$ cat config.mk
export PLATFORM = sky130hd
export DESIGN_NAME = k_smallest_max_heap_select
export DESIGN_NICKNAME = d
export VERILOG_FILES = /design/src/rtl/ksel_pkg.sv /design/src/rtl/k_smallest_max_heap_select.sv
export SDC_FILE = /design/constraint.sdc
export NUM_CORES = 2
export LEC_CHECK = 0
export BUFFER_PORTS_ARGS = -buffer_cell sky130_fd_sc_hd__buf_2
export CAP_MARGIN = 20
export CORE_UTILIZATION = 52
export CTS_CLUSTER_SIZE = 24
export DETAILED_ROUTE_END_ITERATION = 16
export PLACE_DENSITY_LB_ADDON = 0.05
export SLEW_MARGIN = 0
export SYNTH_ARGS = -nofsm -noshare
export SYNTH_HDL_FRONTEND = slang
export SYNTH_SLANG_ARGS = --single-unit
$ cat constraint.sdc
create_clock -name i_clk -period 11.74 [get_ports i_clk]
set_clock_uncertainty 0.1 [all_clocks]
set_input_delay 0 -clock i_clk [delete_from_list [all_inputs] [get_ports i_clk]]
set_output_delay 0 -clock i_clk [all_outputs]
set_load 0.01 [all_outputs]
$ cat src/rtl/ksel_pkg.sv
// ============================================================================
// ksel_pkg
// Shared codes and fixed field widths for the k-smallest heap selector.
// ============================================================================
package ksel_pkg;

    localparam int MODE_W = 2;
    localparam int KEEP_W = 7;

    localparam logic [MODE_W-1:0] MODE_START   = 2'd0;
    localparam logic [MODE_W-1:0] MODE_OFFER   = 2'd1;
    localparam logic [MODE_W-1:0] MODE_READOUT = 2'd2;

    localparam logic KIND_BOUND = 1'b0;
    localparam logic KIND_ENTRY = 1'b1;

endpackage

$ cat src/rtl/k_smallest_max_heap_select.sv
// ============================================================================
// k_smallest_max_heap_select
// Keeps the k entries with the smallest distances in a bounded max-heap
// held in one synchronous RAM; reports the pruning bound and reads out.
// ============================================================================
// Flow: start, unused mode and empty readout return straight to idle; an
//   appended or dropped offer goes straight to the bound; a root replace
//   sifts down level by level; the filling offer first heapifies each node.
// Throughput: one item at a time; single-port heap RAM, at most two child
//   reads per sift level; readout reads, then emits each held item. Result stalls hold the flow.
// Reset: synchronous, active low; heap emptied (RAM not cleared), k = depth.
module k_smallest_max_heap_select
    import ksel_pkg::*;
#(
    parameter int HEAP_DEPTH = 32,
    parameter int ID_BITS    = 20,
    parameter int DIST_BITS  = 48
) (
    input  logic                i_clk,
    input  logic                i_rst_n,
    // input item stream
    input  logic                s_axis_tvalid,
    output logic                s_axis_tready,
    // tdata, low bit up: keep_count[6:0], entry_id, distance, zero fill
    input  logic [((KEEP_W+ID_BITS+DIST_BITS+7)/8)*8-1:0] s_axis_tdata,
    // tuser: mode[1:0]
    input  logic [MODE_W-1:0]   s_axis_tuser,
    // result item stream
    output logic                m_axis_tvalid,
    input  logic                m_axis_tready,
    // tdata, low bit up: out_id, out_distance, zero fill
    output logic [((ID_BITS+DIST_BITS+7)/8)*8-1:0] m_axis_tdata,
    // tuser: kind
    output logic                m_axis_tuser,
    output logic                m_axis_tlast
);

    localparam int CNT_W  = $clog2(HEAP_DEPTH + 1);
    localparam int IDX_W  = (HEAP_DEPTH > 1) ? $clog2(HEAP_DEPTH) : 1;
    localparam int CH_W   = IDX_W + 2;
    localparam int ENT_W  = ID_BITS + DIST_BITS;
    localparam int OUT_W  = ((ENT_W + 7) / 8) * 8;

    // control states
    localparam logic [3:0] ST_IDLE   = 4'd0;
    localparam logic [3:0] ST_SD_L   = 4'd1;  // issue left child read
    localparam logic [3:0] ST_SD_R   = 4'd2;  // latch left, issue right read
    localparam logic [3:0] ST_SD_CMP = 4'd3;  // compare, write one level
    localparam logic [3:0] ST_HP_RD  = 4'd4;  // heapify: read node
    localparam logic [3:0] ST_HP_LD  = 4'd5;  // heapify: load node as mover
    localparam logic [3:0] ST_BOUND  = 4'd6;  // emit bound for an offer
    localparam logic [3:0] ST_RO_RD  = 4'd7;  // readout: read entry
    localparam logic [3:0] ST_RO_OUT = 4'd8;  // readout: emit entry

    // heap RAM: {id, distance} per entry, distance in the low bits
    logic [ENT_W-1:0]     mem [HEAP_DEPTH];
    logic [ENT_W-1:0]     r_rd_data;

    logic [3:0]           r_state;
    logic [CNT_W-1:0]     r_held;
    logic [CNT_W-1:0]     r_target;
    logic [IDX_W-1:0]     r_pos;        // current hole of the sift-down
    logic [ENT_W-1:0]     r_mover;      // entry being sifted down
    logic [ENT_W-1:0]     r_left;       // left child entry
    logic                 r_l_ok;
    logic                 r_r_ok;
    logic                 r_heapify;
    logic [IDX_W-1:0]     r_hidx;
    logic [CNT_W-1:0]     r_k;          // readout index
    logic [DIST_BITS-1:0] r_root_dist;  // copy of the root distance

    logic                 r_ovalid;
    logic                 r_okind;
    logic                 r_olast;
    logic [ID_BITS-1:0]   r_oid;
    logic [DIST_BITS-1:0] r_odist;

    // input fields
    logic [MODE_W-1:0]    w_mode;
    logic [KEEP_W-1:0]    w_keep;
    logic [ID_BITS-1:0]   w_id;
    logic [DIST_BITS-1:0] w_dist;
    logic                 w_in_acc;

    // RAM ports
    logic                 w_we;
    logic [IDX_W-1:0]     w_waddr;
    logic [ENT_W-1:0]     w_wdata;
    logic                 w_re;
    logic [IDX_W-1:0]     w_raddr;

    // sift-down helpers
    logic [CH_W-1:0]      w_lft;
    logic [CH_W-1:0]      w_rgt;
    logic [CH_W-1:0]      w_tgt_ext;
    logic [DIST_BITS-1:0] w_mv_dist;
    logic [DIST_BITS-1:0] w_l_dist;
    logic [DIST_BITS-1:0] w_r_dist;
    logic                 w_l_big;
    logic [DIST_BITS-1:0] w_win_dist;
    logic                 w_r_big;

    logic [CNT_W-1:0]     w_target_in;
    logic [CNT_W-1:0]     w_held_inc;
    logic [CNT_W-1:0]     w_hstart;
    logic [CNT_W-1:0]     w_k_inc;
    logic                 w_oslot;
    logic                 w_emit;
    logic                 w_full;

    assign w_mode   = s_axis_tuser;
    assign w_keep   = s_axis_tdata[KEEP_W-1:0];
    assign w_id     = s_axis_tdata[KEEP_W +: ID_BITS];
    assign w_dist   = s_axis_tdata[KEEP_W+ID_BITS +: DIST_BITS];

    assign s_axis_tready = (r_state == ST_IDLE);
    assign w_in_acc      = s_axis_tvalid && s_axis_tready;

    assign w_oslot    = !r_ovalid || m_axis_tready;
    // a result item is loaded into the output register this cycle
    assign w_emit     = ((r_state == ST_BOUND) || (r_state == ST_RO_OUT)) && w_oslot;
    assign w_full     = (r_held == r_target);
    assign w_held_inc = r_held + CNT_W'(1);
    assign w_k_inc    = r_k + CNT_W'(1);
    assign w_hstart   = (r_target >> 1) - CNT_W'(1);

    // keep count saturates to the depth; zero acts as one
    always_comb begin
        if (w_keep > KEEP_W'(HEAP_DEPTH)) begin
            w_target_in = CNT_W'(HEAP_DEPTH);
        end else if (w_keep == '0) begin
            w_target_in = CNT_W'(1);
        end else begin
            w_target_in = CNT_W'(w_keep);
        end
    end

    // children of the hole: 2*pos+1 and 2*pos+2
    assign w_lft     = {1'b0, r_pos, 1'b1};
    assign w_rgt     = w_lft + CH_W'(1);
    assign w_tgt_ext = CH_W'(r_target);

    // left first, then right, each on a strictly greater distance
    assign w_mv_dist  = r_mover[DIST_BITS-1:0];
    assign w_l_dist   = r_left[DIST_BITS-1:0];
    assign w_r_dist   = r_rd_data[DIST_BITS-1:0];
    assign w_l_big    = r_l_ok && (w_l_dist > w_mv_dist);
    assign w_win_dist = w_l_big ? w_l_dist : w_mv_dist;
    assign w_r_big    = r_r_ok && (w_r_dist > w_win_dist);

    // RAM access control: never a read and a write in the same cycle
    always_comb begin
        w_we    = 1'b0;
        w_waddr = r_pos;
        w_wdata = r_mover;
        w_re    = 1'b0;
        w_raddr = r_pos;
        unique case (r_state)
            ST_IDLE: begin
                if (w_in_acc && w_mode == MODE_OFFER && !w_full) begin
                    w_we    = 1'b1;
                    w_waddr = r_held[IDX_W-1:0];
                    w_wdata = {w_id, w_dist};
                end
            end
            ST_SD_L: begin
                if (w_lft < w_tgt_ext) begin
                    w_re    = 1'b1;
                    w_raddr = w_lft[IDX_W-1:0];
                end else begin
                    w_we = 1'b1;  // leaf: mover settles here
                end
            end
            ST_SD_R: begin
                w_re    = r_r_ok;
                w_raddr = w_rgt[IDX_W-1:0];
            end
            ST_SD_CMP: begin
                w_we = 1'b1;
                if (w_r_big) begin
                    w_wdata = r_rd_data;
                end else if (w_l_big) begin
                    w_wdata = r_left;
                end
            end
            ST_HP_RD: begin
                w_re    = 1'b1;
                w_raddr = r_hidx;
            end
            ST_RO_RD: begin
                w_re    = 1'b1;
                w_raddr = r_k[IDX_W-1:0];
            end
            default: begin
            end
        endcase
    end

    always_ff @(posedge i_clk) begin
        if (w_we) begin
            mem[w_waddr] <= w_wdata;
        end
        if (w_re) begin
            r_rd_data <= mem[w_raddr];
        end
        if (w_we && w_waddr == '0) begin
            r_root_dist <= w_wdata[DIST_BITS-1:0];
        end
    end

    // control sequencer
    always_ff @(posedge i_clk) begin
        if (!i_rst_n) begin
            r_state   <= ST_IDLE;
            r_held    <= '0;
            r_target  <= CNT_W'(HEAP_DEPTH);
            r_heapify <= 1'b0;
            r_ovalid  <= 1'b0;
        end else begin
            if (w_emit) begin
                r_ovalid <= 1'b1;
            end else if (m_axis_tready) begin
                r_ovalid <= 1'b0;
            end
            unique case (r_state)
                ST_IDLE: begin
                    if (w_in_acc) begin
                        priority if (w_mode == MODE_START) begin
                            r_target <= w_target_in;
                            r_held   <= '0;
                        end else if (w_mode == MODE_OFFER) begin
                            if (!w_full) begin
                                r_held <= w_held_inc;
                                if (w_held_inc == r_target && r_target > CNT_W'(1)) begin
                                    r_heapify <= 1'b1;
                                    r_hidx    <= w_hstart[IDX_W-1:0];
                                    r_state   <= ST_HP_RD;
                                end else begin
                                    r_heapify <= 1'b0;
                                    r_state   <= ST_BOUND;
                                end
                            end else if (w_dist < r_root_dist) begin
                                r_heapify <= 1'b0;
                                r_mover   <= {w_id, w_dist};
                                r_pos     <= '0;
                                r_state   <= ST_SD_L;
                            end else begin
                                r_state <= ST_BOUND;
                            end
                        end else if (w_mode == MODE_READOUT) begin
                            r_k <= '0;
                            if (r_held != '0) begin
                                r_state <= ST_RO_RD;
                            end
                        end
                    end
                end
                ST_SD_L: begin
                    r_l_ok <= (w_lft < w_tgt_ext);
                    r_r_ok <= (w_rgt < w_tgt_ext);
                    if (w_lft < w_tgt_ext) begin
                        r_state <= ST_SD_R;
                    end else if (r_heapify && r_hidx != '0) begin
                        r_hidx  <= r_hidx - IDX_W'(1);
                        r_state <= ST_HP_RD;
                    end else begin
                        r_state <= ST_BOUND;
                    end
                end
                ST_SD_R: begin
                    r_left  <= r_rd_data;
                    r_state <= ST_SD_CMP;
                end
                ST_SD_CMP: begin
                    if (w_r_big) begin
                        r_pos   <= w_rgt[IDX_W-1:0];
                        r_state <= ST_SD_L;
                    end else if (w_l_big) begin
                        r_pos   <= w_lft[IDX_W-1:0];
                        r_state <= ST_SD_L;
                    end else if (r_heapify && r_hidx != '0) begin
                        r_hidx  <= r_hidx - IDX_W'(1);
                        r_state <= ST_HP_RD;
                    end else begin
                        r_state <= ST_BOUND;
                    end
                end
                ST_HP_RD: begin
                    r_state <= ST_HP_LD;
                end
                ST_HP_LD: begin
                    r_mover <= r_rd_data;
                    r_pos   <= r_hidx;
                    r_state <= ST_SD_L;
                end
                ST_BOUND: begin
                    if (w_oslot) begin
                        r_okind  <= KIND_BOUND;
                        r_olast  <= 1'b1;
                        r_oid    <= '0;
                        r_odist  <= w_full ? r_root_dist : '1;
                        r_state  <= ST_IDLE;
                    end
                end
                ST_RO_RD: begin
                    r_state <= ST_RO_OUT;
                end
                ST_RO_OUT: begin
                    if (w_oslot) begin
                        r_okind  <= KIND_ENTRY;
                        r_olast  <= (w_k_inc == r_held);
                        r_oid    <= r_rd_data[DIST_BITS +: ID_BITS];
                        r_odist  <= r_rd_data[DIST_BITS-1:0];
                        r_k      <= w_k_inc;
                        r_state  <= (w_k_inc == r_held) ? ST_IDLE : ST_RO_RD;
                    end
                end
                default: begin
                    r_state <= ST_IDLE;
                end
            endcase
        end
    end

    assign m_axis_tvalid = r_ovalid;
    assign m_axis_tuser  = r_okind;
    assign m_axis_tlast  = r_olast;
    assign m_axis_tdata  = OUT_W'({r_odist, r_oid});

endmodule

# --- Yosys cells after proc, flatten, opt, wreduce, memory -nomap -nowiden ---
# Memories as Yosys holds them, arrays and structs flattened. A register that Yosys moved wholly into a read port is not among the register bits.
# Index checks and enable logic that the tools add are counted.
word_totals:
  word_cells: 185
  out_inout_bits: 76
  memories: 1
  in_bits: 86
  regBits: 290
  ram_bits: 2176
mem_list:
  columns: ["memory", "words", "word_bits", "read_ports", "rd_clocked_by_memory_dff", "wr", "line", "source"]
  rows:
  - ["mem", 32, 68, 1, 1, 1, "k_smallest_max_heap_select.sv:56", "logic [ENT_W-1:0] mem [HEAP_DEPTH];"]
op_classes:
  magnitude_cmp: 7
  bitwise_logic: 1
  n_reduce_logical: 38
  addsub: 5
  muxes: 84
  eq_ne: 32
ops:
  columns: ["op", "count"]
  rows:
  - ["68-bit two-way mux", 8]
  - ["68-bit one-hot mux with 2 select lines", 2]
  - ["48-bit two-way mux", 4]
  - ["48-bit > comparator", 2]
  - ["48-bit one-hot mux with 2 select lines", 1]
  - ["5-bit two-way mux", 19]
  - ["6-bit two-way mux", 10]
  - ["48-bit less-than comparator", 1]
  - ["20-bit two-way mux", 2]
  - ["4-bit two-way mux", 10]
  - ["20-bit one-hot mux with 2 select lines", 1]
  - ["4-bit one-hot mux with 9 select lines", 1]
  - ["5-bit one-hot mux with 3 select lines", 2]
  - ["5-bit one-hot mux with 4 select lines", 1]
  - ["6-bit equality test", 3]
  - ["4-bit by 3-bit equality test with 1-bit output, second input constant", 4]
  - ["2-bit by 1-bit inequality test with 1-bit output, second input constant", 8]
  - ["2-bit inequality test, second input constant", 8]
  - ["7-bit AND reduction", 2]
  - ["1-bit two-way mux", 13]
  - ["6-bit by 1-bit adder with 6-bit output, second input constant", 2]
  - ["6-bit one-hot mux with 2 select lines", 1]
  - ["10-bit AND reduction", 1]
  - ["2-bit nonzero test", 5]
  - ["other kinds (35)", 56]

# --- Logic depth before layout (Yosys ltp) ---
depth:
  ltp_word: 9
  depth_mapped: 23
  depth_no_buf: 20

# --- Least setup slack after synthesis ---
# No wires, ideal clock.
synth_timing:
  path_kind: "register -> register"
  startpoint: "register r_pos[1]"
  endpoint: "register r_rd_data[0], read port of mem, enable pin"
  arrival_ns: 6.922
  path_buffers: 0
  required_time_ns: 11.024
  slack_ns: 4.101
  stages_incl_launch_ff: 8
  period_less_slack_ns: 7.639
  setup_time_ns: 0.616
  cell_sequence: "edfxtp_1 > ha_1 > nor2b_1 > o2111ai_1 > nand3b_1 > clkinv_1 > nand2_1 > a311oi_1"
synth_via:
  elab_chain_cells: 3
  word_cells_on_any_way: 6
  classes_between: "add/sub: 1; order compare: 1; mux: 4"
synth_lines:
  columns: ["item", "line", "source"]
  rows:
  - ["start, declared", "k_smallest_max_heap_select.sv:62", "logic [IDX_W-1:0] r_pos;"]
  - ["start signal, assigned", "k_smallest_max_heap_select.sv:276", "r_pos <= w_rgt[IDX_W-1:0];"]
  - ["start signal, assigned", "k_smallest_max_heap_select.sv:279", "r_pos <= w_lft[IDX_W-1:0];"]
  - ["start signal, assigned", "k_smallest_max_heap_select.sv:293", "r_pos <= r_hidx;"]
  - ["6-bit less-than comparator", "k_smallest_max_heap_select.sv:167", "if (w_lft < w_tgt_ext) begin"]
  - ["1-bit two-way mux", "k_smallest_max_heap_select.sv:167", null]
  - ["1-bit one-hot mux with 3 select lines", "k_smallest_max_heap_select.sv:158", "unique case (r_state)"]
  - ["via w_re", "k_smallest_max_heap_select.sv:89", "logic w_re;"]
  - ["end, declared", "k_smallest_max_heap_select.sv:57", "logic [ENT_W-1:0] r_rd_data;"]
# The timed path passes the listed nets, and every way through them passes these cells.
# A chain may end at the register's enable or synchronous reset.

# --- Worst setup path in the final report ---
layout_timing:
  startpoint: "register r_mover[46]"
  endpoint: "memory mem[13][50] in the netlist's numbering (data pin)"
layout_via:
  elab_chain_cells: 7
  word_cells_on_any_way: 8
  classes_between: "order compare: 2; mux: 4; reduce/logical: 2"
layout_lines:
  columns: ["item", "line", "source"]
  rows:
  - ["start, declared", "k_smallest_max_heap_select.sv:63", "logic [ENT_W-1:0] r_mover;"]
  - ["start signal, assigned", "k_smallest_max_heap_select.sv:244", "r_mover <= {w_id, w_dist};"]
  - ["start signal, assigned", "k_smallest_max_heap_select.sv:292", "r_mover <= r_rd_data;"]
  - ["48-bit > comparator", "k_smallest_max_heap_select.sv:147", "assign w_l_big = r_l_ok && (w_l_dist > w_mv_dist);"]
  - ["1-bit logical AND", "k_smallest_max_heap_select.sv:147", null]
  - ["48-bit two-way mux", "k_smallest_max_heap_select.sv:148", "assign w_win_dist = w_l_big ? w_l_dist : w_mv_dist;"]
  - ["48-bit > comparator", "k_smallest_max_heap_select.sv:149", "assign w_r_big = r_r_ok && (w_r_dist > w_win_dist);"]
  - ["1-bit logical AND", "k_smallest_max_heap_select.sv:149", null]
  - ["68-bit two-way mux *", "k_smallest_max_heap_select.sv:180", "if (w_r_big) begin"]
  - ["68-bit one-hot mux with 2 select lines *", "k_smallest_max_heap_select.sv:158", null]
  - ["via w_wdata[50]", "k_smallest_max_heap_select.sv:88", "logic [ENT_W-1:0] w_wdata;"]
  - ["end, declared", "k_smallest_max_heap_select.sv:56", null]
# The timed path passes the listed nets; every way through them passes the cells marked *.

==> run_results.csv <==
group,metric,value,unit
grt,antenna_found_initial,11,
timing,slew_viol_final,0,
cts,htreeDepth,5,
drt,drcViolationCount,0,
critical_path,cp.required,12.22,ns
floorplanning,core.rowCount,161,
synthesis,synth.distinct_cells,73,
grt,grt_max_degree,121,
critical_path,cp_max_fo,65,
drt,wl_met2,149400,um
timing,timing.fmax,106.5,MHz
drt,routed_wl,318600,um
critical_path,r2r_cells,24,
status,status,"completed",
finish,final_area,0.1161,mm2
finish,final_layout_size_suffix_gt1_frac,0.2028,
grt,grt.overflow.total,0,
cts,clock-sinks,2534,
timing,period_minus_slack,9.387,ns
placement,port-buffer-count,152,
critical_path,cp_slowest_stage_delay,0.95,ns
cts,clk_path_buf_depth,4,
critical_path,endpoint_kind,"register",
placement,dpl-instance-area,0.1057,mm2
synthesis,ys_seq_area_frac,0.7516,
hold_path,holdPathEnd,"r_root_dist[12]",
timing,hold_slack,0.01006,ns
finish,multi_input_area,0.02377,mm2
drt,route.met3.wl,31450,um
cts,cts_buffers,280,
synthesis,ys_ff_latch,2534,
drt,dr_total_vias,59900,
pwr,p_leak,38.55,nW
hold_path,hold_class,"in -> reg",
timing,hold_viol,0,
hold_path,hold_path.startpoint,"s_axis_tdata[39]",
cts,root_buffer,"clkbuf_16",
pwr,power_density,274.0,mW/mm2
critical_path,worstPathArrival,9.87,ns
critical_path,startpoint_type,"register",
hold_path,min_path_cells,4,
finish,num-nets-final,6493,
synthesis,yosys_warnings,0,
synthesis,synth_area,0.1010,mm2
cts,ctsResizeCount,0,
floorplanning,dieHeight,442.7,um
timing,rsz0062_at_grt,"false",
synthesis,synth_edf_count,2516,
floorplanning,start_util,0.5239,
grt,grt_pass1_vias,57740,
run,cap_viol_max_count,0,
critical_path,r2r_slack,2.35,ns
floorplanning,die_w,442.7,um
grt,grt_usage,0.3222,
floorplanning,dieArea,0.1960,mm2
drt,postRouteAntennaNets,0,
cts,cts_tree,"built",
finish,fillers,14170,
critical_path,regToRegEndpoint,"mem[13][50]",
finish,area_growth,14.97,%
drt,drtIter0Drc,9129,
synthesis,netlist_instances,5789,
synthesis,synth-main-ff-cell,"edfxtp_1",
timing,slew_headroom,0.1971,
floorplanning,core_area,0.1928,mm2
placement,dp_hpwl,163400,um
critical_path,critPathSlowestCell,"nor2_4",
timing,tns,0,ns
placement,place.gp.congestion,0.8836,
grt,grt_pass1_wl,442100,um
cts,path_clk_slew,0.06,ns
synthesis,syn_avg_cell_area,17.45,um2
synthesis,synth-async-reset-ratio,0,
floorplanning,ios,162,
critical_path,critPathKind,"reg -> reg",
timing,setup_viol,0,
critical_path,timing.rr.start,"r_mover[46]",
finish,regArea,0.07591,mm2
drt,via_per_inst,6.679,
drt,dr.pass1.iters,10,
drt,routedWlPerCell,35.52,um
timing,worst_pin_slew,1.204,ns
pwr,peakVddDrop,0.3852,mV
timing,period_share,0.7996,
drt,met1Wirelength,126400,um
cts,clock_latency,0.94,ns
critical_path,crit_chain,"inv_1 -> ha_1 -> nand4_1 -> nor4_1 -> buf_4 -> nand4_1 -> o41a_1 -> o31ai_2 -> buf_4 -> clkinv_2 -> buf_4 -> nor2_1 -> a21oi_1 -> ha_1 -> nand4_1 -> nor4_1 -> nand4_1 -> o31a_1 -> o211ai_1 -> buf_4 -> nand2_4 -> nor2_4 -> a222oi_1 -> nand2_1",
drt,highest_layer,"met5",
## cell families after synthesis
group           Yosys count  synth area share
buf+inv                 471           0.01947
other cells               1        0.00003713
simple gates           1149           0.05010
compound gates          894           0.06572
flops                  2534            0.7516
xor+xnor                 35          0.003035
fa+ha+maj               158           0.01957
mux                     547           0.09048
## power breakdown
part           internal, mW  switching, mW  total (mW)
combinational          4.04           7.81        11.9
clock                  4.72           3.47        8.19
sequential             11.4          0.337        11.8
total                  20.2           11.6        31.8
## worst max-delay path, delay by kind of cell, from the launching register on
kind            cells  cell delay [ns]
buf+inv             6             2.14
simple gates       10             4.27
fa+ha+maj           2             0.64
compound gates      6             1.44
flops               1             0.35
## layer usage
metal / vias up / GRT usage
li1: 24470 / -
met1: 31330 / 0.4570
met2: 3504 / 0.5062
met3: 595 / 0.05827
met4: 2 / 0.1105
met5: - / 0
## placed cells by master (no fill, tap or decap), types with 9 or more instances in the layout
cell	n
a222oi_1	204
bufinv_16	11
a31oi_1	120
edfxtp_1	2516
a22o_1	69
buf_12	19
nor2_4	42
buf_2	152
inv_1	120
and3_1	31
clkinv_1	66
o21ai_2	44
dlygate4sd3_1	172
o211ai_1	9
clkinv_2	51
o21ai_0	38
xnor2_1	17
mux2_2	204
a21oi_1	110
nor3_1	11
clkbuf_1	48
buf_8	33
o22ai_1	138
a21o_1	22
nand4_1	26
buf_4	145
nor2_1	153
xor2_1	18
ha_1	158
a32oi_1	69
mux4_2	272
nor4_1	76
mux2i_1	70
nand2_1	578
clkbuf_16	289
dfxtp_1	17
nand3_1	174
## flip-flops by register name (all words and copies together), names as in the netlist, 6 cells and up
signal / count
r_held: 6
r_k: 6
r_root_dist: 48
r_left: 68
r_target: 6
r_mover: 68
r_rd_data: 68
r_odist: 48
mem: 2176
r_oid: 20
## cells in the mapped netlist (all sizes together) (8+ instances only)
library cell | instances | area, um2
a21o | 22 | 165.2
a21oi | 111 | 559.3
a222oi | 204 | 2042
a22o | 69 | 604.3
a22oi | 8 | 60.06
a31oi | 120 | 750.7
a32oi | 69 | 604.3
and3 | 33 | 206.5
buf | 138 | 716.9
clkbuf | 209 | 784.5
dfxtp | 18 | 360.4
edfxtp | 2516 | 75550
ha | 158 | 1977
inv | 123 | 461.7
mux2 | 205 | 2312
mux2i | 70 | 700.7
mux4 | 272 | 6126
nand2 | 581 | 2181
nand2b | 8 | 50.05
nand3 | 177 | 885.9
nand4 | 26 | 162.7
nor2 | 195 | 734.5
nor3 | 15 | 75.07
nor4 | 76 | 475.5
o211ai | 9 | 67.56
o21ai | 91 | 455.4
o22ai | 138 | 863.3
xnor2 | 17 | 148.9
xor2 | 18 | 157.7
## layout make-up
| cell class | instances | area share |
|---|---|---|
| flip-flops and latches | 2534 | 0.6537 |
| multi-input cells | 2787 | 0.2047 |
| clock buffers | 338 | 0.06395 |
| repair buffers | 522 | 0.03853 |
| well taps | 2526 | 0.02722 |
| clock inverters | 136 | 0.007790 |
| inverters | 124 | 0.004019 |
| diodes | 2 | 0.00004310 |
## metrics by stage
stage                     cells  power (mW)  utilization  worst slack [ns]
after detailed placement   8296       23.54       0.5482             2.545
after global placement     8281       23.39       0.5469             2.649
final                      8969       31.82       0.6024             2.353
after floorplan            5792       19.36            -             4.101
after global routing       8968       32.82       0.6024             2.187
after CTS                  8940       31.71       0.6003             2.526
## what timing repair did
action | CTS | global route
hold buffers | 170 | 2
setup endpoints to repair | 0 | 0
hold endpoints to repair | 1739 | 3
buffers inserted | 0 | 0
## worst max-delay path by stage
| stage | startpoint | end | cells after the start |
|---|---|---|---|
| floorplan | r_pos[1] | r_rd_data[0] | 7 |
| finish | r_mover[46] | mem[13][50] | 24 |
| global placement | r_mover[46] | mem[22][53] | 24 |
| global route | r_mover[45] | mem[13][50] | 24 |
| detailed placement | r_mover[46] | mem[19][50] | 24 |
| CTS | r_mover[46] | mem[13][50] | 24 |
(Power assumes the default switching activity.)
